<file path="src/assert_macros.svh">
// Assertion macros shared by the packet statistics RTL.
`ifndef ASSERT_MACROS_SVH
`define ASSERT_MACROS_SVH
`ifndef SYNTHESIS
`define ASSERT_ALWAYS(label, clk, rst, prop, msg) \
   label: assert property (@(posedge clk) disable iff (rst) (prop)) else $error(msg);
`define ASSERT_IMPLIES(label, clk, rst, ante, cons, msg) \
   label: assert property (@(posedge clk) disable iff (rst) (ante) |-> (cons)) else $error(msg);
`define ASSERT_NEXT(label, clk, rst, ante, cons, msg) \
   label: assert property (@(posedge clk) disable iff (rst) (ante) |=> (cons)) else $error(msg);
`else
`define ASSERT_ALWAYS(label, clk, rst, prop, msg)
`define ASSERT_IMPLIES(label, clk, rst, ante, cons, msg)
`define ASSERT_NEXT(label, clk, rst, ante, cons, msg)
`endif
`endif

</file>
<file path="src/pts_pkg.sv">
// Package with widths, constants and the bucket function of the packet statistics block.
`default_nettype none
package pts_pkg;
   localparam int COUNT_WIDTH_DEFAULT = 48;
   localparam int OUT_W     = 48;
   localparam int LEN_W     = 16;
   localparam int TS_W      = 48;
   localparam int CFG_W     = 27;
   localparam int BUCKETS   = 7;
   localparam int BUCKET_W  = 3;
   localparam logic [CFG_W-1:0] INTERVAL_RESET = CFG_W'(1000);

   localparam logic [LEN_W-1:0] BOUND_64   = LEN_W'(64);
   localparam logic [LEN_W-1:0] BOUND_128  = LEN_W'(128);
   localparam logic [LEN_W-1:0] BOUND_256  = LEN_W'(256);
   localparam logic [LEN_W-1:0] BOUND_512  = LEN_W'(512);
   localparam logic [LEN_W-1:0] BOUND_1024 = LEN_W'(1024);
   localparam logic [LEN_W-1:0] BOUND_1518 = LEN_W'(1518);

   function automatic logic [BUCKET_W-1:0] bucket_of(input logic [LEN_W-1:0] len);
      logic [BUCKET_W-1:0] b;
      if (len < BOUND_64) begin
         b = BUCKET_W'(0);
      end else if (len < BOUND_128) begin
         b = BUCKET_W'(1);
      end else if (len < BOUND_256) begin
         b = BUCKET_W'(2);
      end else if (len < BOUND_512) begin
         b = BUCKET_W'(3);
      end else if (len < BOUND_1024) begin
         b = BUCKET_W'(4);
      end else if (len < BOUND_1518) begin
         b = BUCKET_W'(5);
      end else begin
         b = BUCKET_W'(6);
      end
      return b;
   endfunction
endpackage
`default_nettype wire

</file>
<file path="src/pts_req_if.sv">
// Channel interface for packet records entering the statistics block.
`default_nettype none
interface pts_req_if import pts_pkg::*; ();
   logic             valid;
   logic             ready;
   logic [LEN_W-1:0] pkt_length;
   logic [TS_W-1:0]  timestamp_ms;
   logic             has_error;

   modport source (output valid, output pkt_length, output timestamp_ms, output has_error,
                   input ready);
   modport sink   (input valid, input pkt_length, input timestamp_ms, input has_error,
                   output ready);
endinterface
`default_nettype wire

</file>
<file path="src/pts_rsp_if.sv">
// Channel interface for the statistics results leaving the block.
`default_nettype none
interface pts_rsp_if import pts_pkg::*; ();
   logic                valid;
   logic                ready;
   logic [OUT_W-1:0]    total_packets;
   logic [OUT_W-1:0]    total_bytes;
   logic [LEN_W-1:0]    min_size;
   logic [LEN_W-1:0]    max_size;
   logic [BUCKET_W-1:0] bucket_index;
   logic [OUT_W-1:0]    bucket_count;
   logic [OUT_W-1:0]    error_count;
   logic                interval_closed;
   logic [OUT_W-1:0]    closed_packets;
   logic [OUT_W-1:0]    closed_bytes;
   logic [OUT_W-1:0]    peak_packets;
   logic [OUT_W-1:0]    peak_bytes;

   modport source (output valid, output total_packets, output total_bytes, output min_size,
                   output max_size, output bucket_index, output bucket_count,
                   output error_count, output interval_closed, output closed_packets,
                   output closed_bytes, output peak_packets, output peak_bytes,
                   input ready);
   modport sink   (input valid, input total_packets, input total_bytes, input min_size,
                   input max_size, input bucket_index, input bucket_count,
                   input error_count, input interval_closed, input closed_packets,
                   input closed_bytes, input peak_packets, input peak_bytes,
                   output ready);
endinterface
`default_nettype wire

</file>
<file path="src/pts_ram.sv">
// Generic single-write, single-read RAM with a registered read port.
`default_nettype none
module pts_ram #(
   parameter int WIDTH = 48,
   parameter int DEPTH = 7
) (
   input  wire logic                     clock,
   input  wire logic                     wr_en,
   input  wire logic [$clog2(DEPTH)-1:0] wr_addr,
   input  wire logic [WIDTH-1:0]         wr_data,
   input  wire logic                     rd_en,
   input  wire logic [$clog2(DEPTH)-1:0] rd_addr,
   output logic      [WIDTH-1:0]         rd_data
);
   logic [WIDTH-1:0] mem [DEPTH];
   logic [WIDTH-1:0] rd_data_ff;

   always_ff @(posedge clock) begin
      if (wr_en) begin
         mem[wr_addr] <= wr_data;
      end
      if (rd_en) begin
         rd_data_ff <= mem[rd_addr];
      end
   end

   assign rd_data = rd_data_ff;
endmodule
`default_nettype wire

</file>
<file path="src/packet_traffic_statistics.sv">
// Top level of the packet traffic statistics block: counters, interval rate and size histogram.
//
// Packet records arrive on req_chan (valid/ready); every accepted record gives exactly one
// result on rsp_chan. A transfer on req_chan happens when valid and ready are both high.
// The block takes one record per cycle while req_chan.ready is high. Each result passes a
// pipeline stage: the histogram read from the bucket memory completes in the following cycle,
// the increment is written back then and the result enters a three-entry output queue.
// The rate is set by that read-modify-write of the histogram memory, which forwards the
// last written count so that back-to-back packets of one bucket stay correct.
// Totals, length extremes, error count and interval bookkeeping are registers updated in
// the cycle of the transfer. csr_wr_en writes the interval length (in milliseconds).
// Reset clears every counter and restores the interval length to 1000 ms; the histogram
// is cleared at once by its per-bucket valid bits, so no clearing pass is needed.
// req_chan.ready is held low while reset is asserted.
// When the receiver stalls, up to three results wait in the queue and req_chan.ready
// falls once the queue and the pipeline stage would otherwise overflow; nothing is lost.
`default_nettype none
`include "assert_macros.svh"
module packet_traffic_statistics import pts_pkg::*; #(
   parameter int COUNT_WIDTH = COUNT_WIDTH_DEFAULT
) (
   input  wire logic             clock,
   input  wire logic             reset,
   pts_req_if.sink               req_chan,
   pts_rsp_if.source             rsp_chan,
   input  wire logic             csr_wr_en,
   input  wire logic [CFG_W-1:0] csr_wr_data
);
   localparam int FIFO_DEPTH = 3;
   localparam int PTR_W      = $clog2(FIFO_DEPTH);
   localparam int CNT_W      = $clog2(FIFO_DEPTH + 1);
   localparam logic [BUCKET_W-1:0] TOP_BUCKET = BUCKET_W'(BUCKETS - 1);

   typedef struct packed {
      logic [OUT_W-1:0]    total_packets;
      logic [OUT_W-1:0]    total_bytes;
      logic [LEN_W-1:0]    min_size;
      logic [LEN_W-1:0]    max_size;
      logic [BUCKET_W-1:0] bucket_index;
      logic [OUT_W-1:0]    bucket_count;
      logic [OUT_W-1:0]    error_count;
      logic                interval_closed;
      logic [OUT_W-1:0]    closed_packets;
      logic [OUT_W-1:0]    closed_bytes;
      logic [OUT_W-1:0]    peak_packets;
      logic [OUT_W-1:0]    peak_bytes;
   } result_type;

   logic [CFG_W-1:0]       interval_ms_ff;
   logic                   started_ff;
   logic [COUNT_WIDTH-1:0] pkt_total_ff, pkt_total_in;
   logic [COUNT_WIDTH-1:0] byte_total_ff, byte_total_in;
   logic [LEN_W-1:0]       smallest_ff, smallest_in;
   logic [LEN_W-1:0]       largest_ff, largest_in;
   logic [COUNT_WIDTH-1:0] errors_ff, errors_in;
   logic [TS_W-1:0]        istart_ff, istart_in;
   logic [COUNT_WIDTH-1:0] ipkts_ff, ipkts_in;
   logic [COUNT_WIDTH-1:0] ibytes_ff, ibytes_in;
   logic [COUNT_WIDTH-1:0] peak_pk_ff, peak_pk_in;
   logic [COUNT_WIDTH-1:0] peak_by_ff, peak_by_in;

   logic [BUCKETS-1:0]     hist_valid_ff;
   logic                   fwd_valid_ff;
   logic [BUCKET_W-1:0]    fwd_addr_ff;
   logic [COUNT_WIDTH-1:0] fwd_data_ff;

   logic                   s1_valid_ff;
   result_type             s1_ff, s1_in;

   result_type             fifo_ff [FIFO_DEPTH];
   logic [PTR_W-1:0]       wr_ptr_ff, rd_ptr_ff;
   logic [CNT_W-1:0]       fifo_cnt_ff;

   logic                   accept, pop;
   logic [CNT_W:0]         occupancy;
   logic [LEN_W-1:0]       len;
   logic [TS_W-1:0]        ts;
   logic [TS_W-1:0]        start_eff, diff;
   logic                   closed;
   logic [COUNT_WIDTH-1:0] len_c;
   logic [BUCKET_W-1:0]    bucket;
   logic [COUNT_WIDTH-1:0] ram_q, hist_old, hist_new;
   result_type             push_entry;

   // Pipeline stage and queue together may hold at most the queue depth.
   assign occupancy      = {1'b0, fifo_cnt_ff} + (CNT_W + 1)'(s1_valid_ff);
   assign req_chan.ready = !reset && (occupancy < (CNT_W + 1)'(FIFO_DEPTH));
   assign accept         = req_chan.valid && req_chan.ready;

   assign len    = req_chan.pkt_length;
   assign ts     = req_chan.timestamp_ms;
   assign len_c  = COUNT_WIDTH'(len);
   assign bucket = bucket_of(len);

   always_comb begin
      start_eff = started_ff ? istart_ff : ts;
      diff      = ts - start_eff;
      // The difference is read as signed: a timestamp behind the start never closes.
      closed    = !diff[TS_W-1] && (diff >= TS_W'(interval_ms_ff));

      pkt_total_in  = pkt_total_ff + COUNT_WIDTH'(1);
      byte_total_in = byte_total_ff + len_c;
      smallest_in   = ((smallest_ff == '0) || (len < smallest_ff)) ? len : smallest_ff;
      largest_in    = (len > largest_ff) ? len : largest_ff;
      errors_in     = req_chan.has_error ? errors_ff + COUNT_WIDTH'(1) : errors_ff;
      peak_pk_in    = (closed && (ipkts_ff > peak_pk_ff)) ? ipkts_ff : peak_pk_ff;
      peak_by_in    = (closed && (ibytes_ff > peak_by_ff)) ? ibytes_ff : peak_by_ff;
      istart_in     = closed ? start_eff + TS_W'(interval_ms_ff) : start_eff;
      ipkts_in      = (closed ? '0 : ipkts_ff) + COUNT_WIDTH'(1);
      ibytes_in     = (closed ? '0 : ibytes_ff) + len_c;

      s1_in.total_packets   = OUT_W'(pkt_total_in);
      s1_in.total_bytes     = OUT_W'(byte_total_in);
      s1_in.min_size        = smallest_in;
      s1_in.max_size        = largest_in;
      s1_in.bucket_index    = bucket;
      s1_in.bucket_count    = '0;
      s1_in.error_count     = OUT_W'(errors_in);
      s1_in.interval_closed = closed;
      s1_in.closed_packets  = closed ? OUT_W'(ipkts_ff) : '0;
      s1_in.closed_bytes    = closed ? OUT_W'(ibytes_ff) : '0;
      s1_in.peak_packets    = OUT_W'(peak_pk_in);
      s1_in.peak_bytes      = OUT_W'(peak_by_in);
   end

   always_ff @(posedge clock) begin
      if (reset) begin
         interval_ms_ff <= INTERVAL_RESET;
         started_ff     <= 1'b0;
         pkt_total_ff   <= '0;
         byte_total_ff  <= '0;
         smallest_ff    <= '0;
         largest_ff     <= '0;
         errors_ff      <= '0;
         istart_ff      <= '0;
         ipkts_ff       <= '0;
         ibytes_ff      <= '0;
         peak_pk_ff     <= '0;
         peak_by_ff     <= '0;
      end else begin
         if (csr_wr_en) begin
            interval_ms_ff <= csr_wr_data;
         end
         if (accept) begin
            started_ff    <= 1'b1;
            pkt_total_ff  <= pkt_total_in;
            byte_total_ff <= byte_total_in;
            smallest_ff   <= smallest_in;
            largest_ff    <= largest_in;
            errors_ff     <= errors_in;
            istart_ff     <= istart_in;
            ipkts_ff      <= ipkts_in;
            ibytes_ff     <= ibytes_in;
            peak_pk_ff    <= peak_pk_in;
            peak_by_ff    <= peak_by_in;
         end
      end
   end

   // Histogram memory: read at the transfer, incremented and written back in the following cycle.
   pts_ram #(
      .WIDTH (COUNT_WIDTH),
      .DEPTH (BUCKETS)
   ) u_hist_ram (
      .clock   (clock),
      .wr_en   (s1_valid_ff),
      .wr_addr (s1_ff.bucket_index),
      .wr_data (hist_new),
      .rd_en   (accept),
      .rd_addr (bucket),
      .rd_data (ram_q)
   );

   always_comb begin
      // The previous write landed in the same cycle as this read, so it is forwarded.
      if (fwd_valid_ff && (fwd_addr_ff == s1_ff.bucket_index)) begin
         hist_old = fwd_data_ff;
      end else if (hist_valid_ff[s1_ff.bucket_index]) begin
         hist_old = ram_q;
      end else begin
         hist_old = '0;
      end
      hist_new = hist_old + COUNT_WIDTH'(1);

      push_entry              = s1_ff;
      push_entry.bucket_count = OUT_W'(hist_new);
   end

   always_ff @(posedge clock) begin
      if (reset) begin
         hist_valid_ff <= '0;
         fwd_valid_ff  <= 1'b0;
         s1_valid_ff   <= 1'b0;
      end else begin
         s1_valid_ff  <= accept;
         fwd_valid_ff <= s1_valid_ff;
         if (s1_valid_ff) begin
            hist_valid_ff[s1_ff.bucket_index] <= 1'b1;
         end
      end
   end

   always_ff @(posedge clock) begin
      if (accept) begin
         s1_ff <= s1_in;
      end
      if (s1_valid_ff) begin
         fwd_addr_ff <= s1_ff.bucket_index;
         fwd_data_ff <= hist_new;
      end
   end

   // Output queue.
   assign pop = rsp_chan.valid && rsp_chan.ready;

   always_ff @(posedge clock) begin
      if (reset) begin
         wr_ptr_ff   <= '0;
         rd_ptr_ff   <= '0;
         fifo_cnt_ff <= '0;
      end else begin
         if (s1_valid_ff) begin
            wr_ptr_ff <= (wr_ptr_ff == PTR_W'(FIFO_DEPTH - 1)) ? '0 : wr_ptr_ff + PTR_W'(1);
         end
         if (pop) begin
            rd_ptr_ff <= (rd_ptr_ff == PTR_W'(FIFO_DEPTH - 1)) ? '0 : rd_ptr_ff + PTR_W'(1);
         end
         fifo_cnt_ff <= fifo_cnt_ff + CNT_W'(s1_valid_ff) - CNT_W'(pop);
      end
   end

   always_ff @(posedge clock) begin
      if (s1_valid_ff) begin
         fifo_ff[wr_ptr_ff] <= push_entry;
      end
   end

   assign rsp_chan.valid           = fifo_cnt_ff != '0;
   assign rsp_chan.total_packets   = fifo_ff[rd_ptr_ff].total_packets;
   assign rsp_chan.total_bytes     = fifo_ff[rd_ptr_ff].total_bytes;
   assign rsp_chan.min_size        = fifo_ff[rd_ptr_ff].min_size;
   assign rsp_chan.max_size        = fifo_ff[rd_ptr_ff].max_size;
   assign rsp_chan.bucket_index    = fifo_ff[rd_ptr_ff].bucket_index;
   assign rsp_chan.bucket_count    = fifo_ff[rd_ptr_ff].bucket_count;
   assign rsp_chan.error_count     = fifo_ff[rd_ptr_ff].error_count;
   assign rsp_chan.interval_closed = fifo_ff[rd_ptr_ff].interval_closed;
   assign rsp_chan.closed_packets  = fifo_ff[rd_ptr_ff].closed_packets;
   assign rsp_chan.closed_bytes    = fifo_ff[rd_ptr_ff].closed_bytes;
   assign rsp_chan.peak_packets    = fifo_ff[rd_ptr_ff].peak_packets;
   assign rsp_chan.peak_bytes      = fifo_ff[rd_ptr_ff].peak_bytes;

   `ASSERT_ALWAYS(a_fifo_bound, clock, reset, fifo_cnt_ff <= CNT_W'(FIFO_DEPTH), "count too high")
   `ASSERT_ALWAYS(a_no_overflow, clock, reset, occupancy <= (CNT_W + 1)'(FIFO_DEPTH), "overrun")
   `ASSERT_NEXT(a_stage_fill, clock, reset, accept, s1_valid_ff, "stage not filled")
   `ASSERT_IMPLIES(a_bucket_range, clock, reset, accept, bucket <= TOP_BUCKET, "bad bucket")
endmodule
`default_nettype wire

</file>
<file path="src/flat_wrapper.sv">
// flat-port wrapper written by rule: the top's interface ports become plain ports
module packet_traffic_statistics_flat import pts_pkg::*;
#(
   parameter int COUNT_WIDTH = COUNT_WIDTH_DEFAULT
)
  (clock, reset, csr_wr_en, csr_wr_data, req_chan_valid, req_chan_pkt_length, req_chan_timestamp_ms, req_chan_has_error, req_chan_ready, rsp_chan_valid, rsp_chan_total_packets, rsp_chan_total_bytes, rsp_chan_min_size, rsp_chan_max_size, rsp_chan_bucket_index, rsp_chan_bucket_count, rsp_chan_error_count, rsp_chan_interval_closed, rsp_chan_closed_packets, rsp_chan_closed_bytes, rsp_chan_peak_packets, rsp_chan_peak_bytes, rsp_chan_ready);
  pts_req_if req_chan_i ();
  pts_rsp_if rsp_chan_i ();
  input  wire logic clock;
  input  wire logic reset;
  input  wire logic csr_wr_en;
  input  wire logic [CFG_W-1:0] csr_wr_data;
  input wire logic [$bits(req_chan_i.valid)-1:0] req_chan_valid;
  input wire logic [$bits(req_chan_i.pkt_length)-1:0] req_chan_pkt_length;
  input wire logic [$bits(req_chan_i.timestamp_ms)-1:0] req_chan_timestamp_ms;
  input wire logic [$bits(req_chan_i.has_error)-1:0] req_chan_has_error;
  output wire logic [$bits(req_chan_i.ready)-1:0] req_chan_ready;
  output wire logic [$bits(rsp_chan_i.valid)-1:0] rsp_chan_valid;
  output wire logic [$bits(rsp_chan_i.total_packets)-1:0] rsp_chan_total_packets;
  output wire logic [$bits(rsp_chan_i.total_bytes)-1:0] rsp_chan_total_bytes;
  output wire logic [$bits(rsp_chan_i.min_size)-1:0] rsp_chan_min_size;
  output wire logic [$bits(rsp_chan_i.max_size)-1:0] rsp_chan_max_size;
  output wire logic [$bits(rsp_chan_i.bucket_index)-1:0] rsp_chan_bucket_index;
  output wire logic [$bits(rsp_chan_i.bucket_count)-1:0] rsp_chan_bucket_count;
  output wire logic [$bits(rsp_chan_i.error_count)-1:0] rsp_chan_error_count;
  output wire logic [$bits(rsp_chan_i.interval_closed)-1:0] rsp_chan_interval_closed;
  output wire logic [$bits(rsp_chan_i.closed_packets)-1:0] rsp_chan_closed_packets;
  output wire logic [$bits(rsp_chan_i.closed_bytes)-1:0] rsp_chan_closed_bytes;
  output wire logic [$bits(rsp_chan_i.peak_packets)-1:0] rsp_chan_peak_packets;
  output wire logic [$bits(rsp_chan_i.peak_bytes)-1:0] rsp_chan_peak_bytes;
  input wire logic [$bits(rsp_chan_i.ready)-1:0] rsp_chan_ready;
  assign req_chan_i.valid = req_chan_valid;
  assign req_chan_i.pkt_length = req_chan_pkt_length;
  assign req_chan_i.timestamp_ms = req_chan_timestamp_ms;
  assign req_chan_i.has_error = req_chan_has_error;
  assign req_chan_ready = req_chan_i.ready;
  assign rsp_chan_valid = rsp_chan_i.valid;
  assign rsp_chan_total_packets = rsp_chan_i.total_packets;
  assign rsp_chan_total_bytes = rsp_chan_i.total_bytes;
  assign rsp_chan_min_size = rsp_chan_i.min_size;
  assign rsp_chan_max_size = rsp_chan_i.max_size;
  assign rsp_chan_bucket_index = rsp_chan_i.bucket_index;
  assign rsp_chan_bucket_count = rsp_chan_i.bucket_count;
  assign rsp_chan_error_count = rsp_chan_i.error_count;
  assign rsp_chan_interval_closed = rsp_chan_i.interval_closed;
  assign rsp_chan_closed_packets = rsp_chan_i.closed_packets;
  assign rsp_chan_closed_bytes = rsp_chan_i.closed_bytes;
  assign rsp_chan_peak_packets = rsp_chan_i.peak_packets;
  assign rsp_chan_peak_bytes = rsp_chan_i.peak_bytes;
  assign rsp_chan_i.ready = rsp_chan_ready;
  packet_traffic_statistics #(.COUNT_WIDTH(COUNT_WIDTH)) u_core (.clock(clock), .reset(reset), .req_chan(req_chan_i), .rsp_chan(rsp_chan_i), .csr_wr_en(csr_wr_en), .csr_wr_data(csr_wr_data));
endmodule
</file>
<file path="config.mk">
export PLATFORM = sky130hd
export DESIGN_NAME = packet_traffic_statistics_flat
export DESIGN_NICKNAME = d
export VERILOG_FILES = /design/src/pts_pkg.sv /design/src/pts_req_if.sv /design/src/pts_rsp_if.sv /design/src/pts_ram.sv /design/src/packet_traffic_statistics.sv /design/src/flat_wrapper.sv
export VERILOG_INCLUDE_DIRS = /design/src /design/src/src
export SDC_FILE = /design/constraint.sdc
export NUM_CORES = 2
export LEC_CHECK = 0
export ABC_AREA = 1
export BUFFER_PORTS_ARGS = -buffer_cell sky130_fd_sc_hd__buf_4
export CORE_ASPECT_RATIO = 1.5
export CORE_MARGIN = 3
export CORE_UTILIZATION = 57
export DETAILED_ROUTE_END_ITERATION = 6
export PLACE_DENSITY = 0.81
export SLEW_MARGIN = 25
export SYNTH_ARGS = -nofsm -noshare
export SYNTH_HDL_FRONTEND = slang
export SYNTH_HIERARCHICAL = 1
export SYNTH_SLANG_ARGS = --single-unit
</file>
<file path="constraint.sdc">
create_clock -name clock -period 38.2 [get_ports clock]
set_input_delay 3.82 -clock clock [delete_from_list [all_inputs] [get_ports clock]]
set_output_delay 3.82 -clock clock [all_outputs]
set_load 0.02 [all_outputs]
</file>
# Word level (Yosys, flattened, before mapping)
# Memories as Yosys holds them, arrays and structs flattened. A register that Yosys moved wholly into a read port is not among the register bits.
# Cells that the tools add are included.
dict set report word_totals {
  mem_bits_rw 1596
  elab_cells 104
  inputBits 97
  out_inout_bits 422
  n_memories 2
  register_bits 882
}
dict set report classes {
  n_eq_ne 3
  n_addsub 13
  n_lt_le_gt_ge 14
  reduce_logical 13
  bitwise_logic 1
  muxes 27
}
# memory depth word_bits rd rd_clocked_by_memory_dff wr line
set mem_list {}
lappend mem_list {u_core.fifo_ff 3 420 1 1 1 packet_traffic_statistics.sv:70} ;# result_type fifo_ff [FIFO_DEPTH];
lappend mem_list {u_core.u_hist_ram.mem 7 48 1 1 1 pts_ram.sv:15} ;# logic [WIDTH-1:0] mem [DEPTH];
# cell n
set op_table {}
lappend op_table {{two-way mux 48 bit} 9}
lappend op_table {{adder 48 x 1 -> 48 bit, second input constant} 4}
lappend op_table {{adder 48 x 16 -> 48 bit} 2}
lappend op_table {{> comparator 48 bit} 2}
lappend op_table {{adder 48 x 27 -> 48 bit} 1}
lappend op_table {{>= comparator 48 x 27 -> 1 bit} 1}
lappend op_table {{subtractor 48 bit} 1}
lappend op_table {{less-than comparator 16 x 11 -> 1 bit, second input constant} 2}
lappend op_table {{two-way mux 16 bit} 2}
lappend op_table {{> comparator 16 bit} 1}
lappend op_table {{zero test 16 bit} 1}
lappend op_table {{less-than comparator 16 x 10 -> 1 bit, second input constant} 1}
lappend op_table {{less-than comparator 16 bit} 1}
lappend op_table {{less-than comparator 16 x 7 -> 1 bit, second input constant} 1}
lappend op_table {{less-than comparator 16 x 8 -> 1 bit, second input constant} 1}
lappend op_table {{less-than comparator 16 x 9 -> 1 bit, second input constant} 1}
lappend op_table {{two-way mux 3 bit} 5}
lappend op_table {{two-way mux 2 bit} 5}
lappend op_table {{logical AND 1 bit} 8}
lappend op_table {{bitwise OR 7 bit} 1}
lappend op_table {{adder 2 x 1 -> 2 bit, second input constant} 2}
lappend op_table {{== test 2 bit, second input constant} 2}
lappend op_table {{less-than comparator 3 x 4 -> 1 bit, second input constant} 1}
lappend op_table {{two-way mux 1 bit} 4}
lappend op_table {{other kinds (11)} 12}

# Depth between registers and ports, before layout
dict set report logic_depth {
  ltp_word 7
  depth_mapped 56
  depth_no_buf 50
}

# Hierarchy
# The synthesis kept the hierarchy.
# module seq_area_each_um2 area_per_inst_um2 cells_each n_inst
set modules_own_cells {}
lappend modules_own_cells {packet_traffic_statistics 59767.3 95370.2 9410 1}
lappend modules_own_cells {pts_ram 11531.1 15534.9 1336 1}

# Least setup slack after synthesis
# No wires, ideal clock.
dict set report synth_timing {
  path_type {reg-to-reg}
  start {reg u_core.s1_valid_ff}
  end {mem u_core/fifo_ff[0][0] in the netlist's numbering (enable)}
  t_arrival_ns 30.226
  setup_ns 1.724
  stages_incl_launch_ff 3
  required_ns 36.476
  setup_slack_ns 6.250
  n_path_buf 0
  period_less_slack_ns 31.950
  path_cell_list {dfxtp_1 > inv_1 > nor3_1}
}
dict set report synth_via {
  elab_chain_cells 2
}
# item line
set synth_rtl {}
lappend synth_rtl {{start, declared} packet_traffic_statistics.sv:67} ;# logic s1_valid_ff;
lappend synth_rtl {{start signal, assigned} packet_traffic_statistics.sv:195} ;# s1_valid_ff <= accept;
lappend synth_rtl {{two-way mux 1 bit} packet_traffic_statistics.sv:233} ;# if (s1_valid_ff) begin
lappend synth_rtl {{two-way mux 1 bit (not written as such)} packet_traffic_statistics.sv:234} ;# fifo_ff[wr_ptr_ff] <= push_entry;
lappend synth_rtl {{end, declared} packet_traffic_statistics.sv:70}
# No other way between the ends.

# Worst setup path in the final report
dict set report layout_timing {
  start {in req_chan_timestamp_ms[1]}
  end {reg u_core.ibytes_ff[42]}
}
dict set report layout_via {
  elab_chain_cells 6
  elab_cells_between_ends 7
  classes_between {add/sub: 2; order compare: 1; mux: 2; reduce/logical: 2}
}
# item line
set layout_rtl {}
lappend layout_rtl {{start, declared} flat_wrapper.sv:15} ;# input wire logic [$bits(req_chan_i.timestamp_ms)-1:0] req_chan_timestamp_ms;
lappend layout_rtl {{two-way mux 48 bit} packet_traffic_statistics.sv:96} ;# start_eff = started_ff ? istart_ff : ts;
lappend layout_rtl {{subtractor 48 bit (*)} packet_traffic_statistics.sv:97} ;# diff = ts - start_eff;
lappend layout_rtl {{>= comparator 48 x 27 -> 1 bit or zero test 1 bit (tied branches)} packet_traffic_statistics.sv:99} ;# closed = !diff[TS_W-1] && (diff >= TS_W'(interval_ms_ff));
lappend layout_rtl {{logical AND 1 bit (*)} packet_traffic_statistics.sv:99}
lappend layout_rtl {{two-way mux 48 bit (*)} packet_traffic_statistics.sv:110} ;# ibytes_in = (closed ? '0 : ibytes_ff) + len_c;
lappend layout_rtl {{adder 48 x 16 -> 48 bit (*)} packet_traffic_statistics.sv:110}
lappend layout_rtl {{end signal, assigned} packet_traffic_statistics.sv:153} ;# ibytes_ff <= ibytes_in;
lappend layout_rtl {{end, declared} packet_traffic_statistics.sv:58} ;# logic [COUNT_WIDTH-1:0] ibytes_ff, ibytes_in;
# Every way passes the cells marked *; elsewhere a longest branch is shown, timed or not.
# A chain may end at the register's enable or synchronous reset.

==> flow_metrics.env <==
export IMPL_outcome="completed"
export IMPL_setup_worst_path_start="req_chan_timestamp_ms[1]"
export IMPL_mappedNetlistNets=11120
export IMPL_worstPathArrival_ns=11.98
export IMPL_wl_per_cell_microns=21.41
export IMPL_fp_dieH_microns=546.2
export IMPL_critPathRequiredTime_ns=38.91
export IMPL_yosysSeqAreaShare_pct=64.29
export IMPL_finalPower_mw=8.092
export IMPL_tritoncts_num_buffers=225
export IMPL_fin_cells=13890
export IMPL_floorplan_rows=197
export IMPL_antenna_violations_before_repair=13
export IMPL_layout_area_overhead_vs_synth_pct=12.31
export IMPL_tritoncts_num_sinks=2528
export IMPL_synthCells=10750
export IMPL_die_area_sq_um=200000
export IMPL_ant_nets=0
export IMPL_areal_power_density_over_the_cells_nw_per_um2=64.96
export IMPL_post_synth_top_count_cell="sky130_fd_sc_hd__nand2_1"
export IMPL_yosys_cell_types_count=67
export IMPL_timing_critical_path_slowest_cell_delay_ns=0.55
export IMPL_end_kind="flip-flop"
export IMPL_holdBufCountCts=0
export IMPL_cts_tree="yes"
export IMPL_globalplace_congestion=0.9122
export IMPL_post_route_cell_area_sq_um=124600
export IMPL_setup_tns_ns=0
export IMPL_fillCellCount=14210
export IMPL_layout_nets=11470
export IMPL_p_leak_nw=48.77
export IMPL_timing_rr_start="u_core/started_ff$_SDFFE_PP0P_"
export IMPL_groute_layer_met2_usage_pct=50.84
export IMPL_yosysTopAreaCell="sky130_fd_sc_hd__edfxtp_1"
export IMPL_layout_worst_path_cycle_share_pct=29.53
export IMPL_slew_headroom_pct=20.96
export IMPL_num_vias=80040
export IMPL_report_final_setup_viol=0
export IMPL_layout_drive_gt1_share_pct=10.04
export IMPL_worstSetupStartpointType="input pin"
export IMPL_clock_insertion_delay_worst_skew_ns=0.87
export IMPL_critical_path_n_buffers_inverters=3
export IMPL_setup_repair_after_global_routing_missed_its_margin="false"
export IMPL_met3_usage_pct=4.355
export IMPL_commonest_cells_in_the_netlist="sky130_fd_sc_hd__nand2_1 (2124), sky130_fd_sc_hd__edfxtp_1 (2067), sky130_fd_sc_hd__inv_1 (1192)"
export IMPL_grt_most_used_layer="met2"
export IMPL_detailedRoute_firstPassIterationCount=7
export IMPL_place_port_buffers=518
export IMPL_finalWirelength_microns=297300
export IMPL_drcViolationCount=0
export IMPL_hold_class="reg2reg"
export IMPL_peakVddDrop_v=0.00006341
export IMPL_wire_length_of_the_first_global_routing_pass_microns=453100
export IMPL_fin_worst_skew_ns=0.05723
export IMPL_min_delay_src="u_core/push_entry[32]$_DFFE_PP_"
export IMPL_global_route_usage_met1_pct=35.80
export IMPL_setup_worst_path_class="in2reg"
export IMPL_cts_resized=0
export IMPL_synthDominantCellAreaShare_pct=55.97
export IMPL_dp_cells=13460
export IMPL_avgSynthCellArea_sq_um=10.32
export IMPL_deepest_level_of_the_cts_h_tree=4
export IMPL_max_freq_mhz=88.66
export IMPL_coreArea_sq_um=192800
export IMPL_start_util_pct=57.54
export IMPL_grt_ovfl_total=0
export IMPL_grt_start_max_net_pins=192
export IMPL_floorplan_io_pins=519
export IMPL_synth_ff_type="sky130_fd_sc_hd__edfxtp_1"
export IMPL_synth_ff_latch_count=2528
export IMPL_synthesis_area_sq_um=110900
export IMPL_cts_root_buf="sky130_fd_sc_hd__clkbuf_16"
export IMPL_worst_slew_pin_transition_ns=1.186
export IMPL_cap_viol_max_count=0
export IMPL_final_hold_violation_count=0
export IMPL_synthArstFlopShare_pct=0
export IMPL_crit_path_max_fanout=82
export IMPL_cpMostUsedCell="sky130_fd_sc_hd__nand2_1"
export IMPL_drv_slew=0
export IMPL_place_hpwl_microns=190800
export IMPL_cts_path_max_buffers=4
export IMPL_final_min_clock_period_ns=11.28
export IMPL_cp_slowest_cell="sky130_fd_sc_hd__o21ai_0"
export IMPL_chipWidth_microns=366.2
export IMPL_synth_edff_count=2067
export IMPL_drt_vias_per_instance=5.764
export IMPL_dpl_cell_area_sq_um=116900
export IMPL_overall_fraction_of_global_route_tracks_in_use_pct=28.91
export IMPL_grt_pass1_vias=79550
export IMPL_post_synth_main_area_contributors="sky130_fd_sc_hd__edfxtp_1 (56%), sky130_fd_sc_hd__dfxtp_1 (8.3%), sky130_fd_sc_hd__nand2_1 (7.2%)"
export IMPL_cts_setup_buffers=0
export IMPL_ys_warnings_count=6
export IMPL_dr_first_iter_drc_count=8245
export IMPL_timing_critical_path_max_delay_family="simple AND/OR/NAND/NOR gates"
export IMPL_clkTransAtPathRegs_ns=0.07
state kept, by name, summed over array words and instances, names as in the netlist, 16 cells and up, named ones only:
register and flops:
u_core/interval_ms_ff 27, u_core/errors_ff 48, u_core/byte_total_ff 48, u_core/peak_pk_ff 48
u_core/smallest_ff 16, u_core/u_hist_ram/rd_data 48, u_core/u_hist_ram/mem 336, u_core/pkt_total_ff 48
u_core/ipkts_ff 48, u_core/fifo_ff 1260, u_core/peak_by_ff 48, u_core/ibytes_ff 48
u_core/fwd_data_ff 48, u_core/push_entry 372, u_core/largest_ff 16, u_core/istart_ff 48
cell usage in the layout, fill, tap and decap left out, types with 56 or more instances in the layout:
cell / n
sky130_fd_sc_hd__a21oi_1: 1166
sky130_fd_sc_hd__buf_4: 582
sky130_fd_sc_hd__clkbuf_16: 228
sky130_fd_sc_hd__dfxtp_1: 458
sky130_fd_sc_hd__edfxtp_1: 2067
sky130_fd_sc_hd__ha_1: 269
sky130_fd_sc_hd__inv_1: 1188
sky130_fd_sc_hd__nand2_1: 2122
sky130_fd_sc_hd__nand3_1: 466
sky130_fd_sc_hd__nand4_1: 83
sky130_fd_sc_hd__nor2_1: 936
sky130_fd_sc_hd__nor3_1: 104
sky130_fd_sc_hd__o21ai_0: 647
sky130_fd_sc_hd__o31ai_1: 98
sky130_fd_sc_hd__xnor2_1: 56
sky130_fd_sc_hd__xor2_1: 205
where the power goes:
| part | internal [mW] | switching, mW | leakage [nW] | total [mW] |
|---|---|---|---|---|
| clock network | 1.30 | 1.01 | 3.59 | 2.31 |
| logic | 0.754 | 1.68 | 22.3 | 2.43 |
| registers | 3.24 | 0.103 | 22.9 | 3.35 |
| total | 5.30 | 2.79 | 48.8 | 8.09 |
final timing paths:
check	cells past startpoint	slack, ns	endpoint
max reg2reg	49	28.30	u_core/ibytes_ff[42]$_SDFFE_PP0P_
min	0	0.46	u_core/fifo_ff[1][32]$_DFFE_PP_
max	44	26.92	u_core/ibytes_ff[42]$_SDFFE_PP0P_
min reg2reg	0	0.46	u_core/fifo_ff[1][32]$_DFFE_PP_
cell type report:
class                   count  area (sq um)  share of cell area (%)
diodes                     13         32.53                 0.02612
clock buffers             276          6006                   4.822
clock inverters           133          1503                   1.206
inverters                1220          4618                   3.708
multi-input cells        6529         33200                   26.65
flip-flops and latches   2528         71310                   57.25
well taps                2587          3237                   2.599
repair buffers            599          4658                   3.740
worst reg2reg max path, delay by kind of cell (launching register included):
| kind | cells | cell delay, ns |
|---|---|---|
| AND/OR/NAND/NOR | 29 | 4.13 |
| AO/OA/AOI/OAI | 8 | 1.94 |
| adder cells (fa/ha/maj) | 5 | 1.35 |
| buffers and inverters | 6 | 1.24 |
| flip-flops | 1 | 0.93 |
| XOR/XNOR | 1 | 0.20 |
per-layer routing:
| metal | routed length, microns | vias to the layer above |
|---|---|---|
| met1 | 111700 | 38590 |
| met3 | 22540 | 622 |
| met5 | 13 | - |
| met4 | 12570 | 2 |
| li1 | - | 37180 |
| met2 | 150500 | 3649 |
stage by stage:
| stage | hold WS [ns] | utilization, % | setup WS, ns |
|---|---|---|---|
| 5_1_grt | 0.4647 | 64.61 | 26.13 |
| 6_report | 0.4624 | 64.62 | 26.92 |
| 4_1_cts | 0.4587 | 64.55 | 26.89 |
| 3_5_place_dp | 0.4532 | 60.65 | 26.01 |
| 3_3_place_gp | 0.4406 | 60.65 | 26.05 |
| 2_1_floorplan | 0.4308 | - | 6.250 |
cells by family (layout without fill, tap and decap cells):
kind of cell	Yosys count	in the layout	share of synthesized area (%)
AOI/OAI and AO/OA	2022	2022	9.547
and+or+nand+nor	3970	3970	15.05
DFF	2528	2528	64.29
buffers and inverters	1689	2228	5.925
xor gates and xnor gates	264	264	2.085
adders and majority gates	273	273	3.107
other	0	13	0
(Power assumes the default switching activity.)
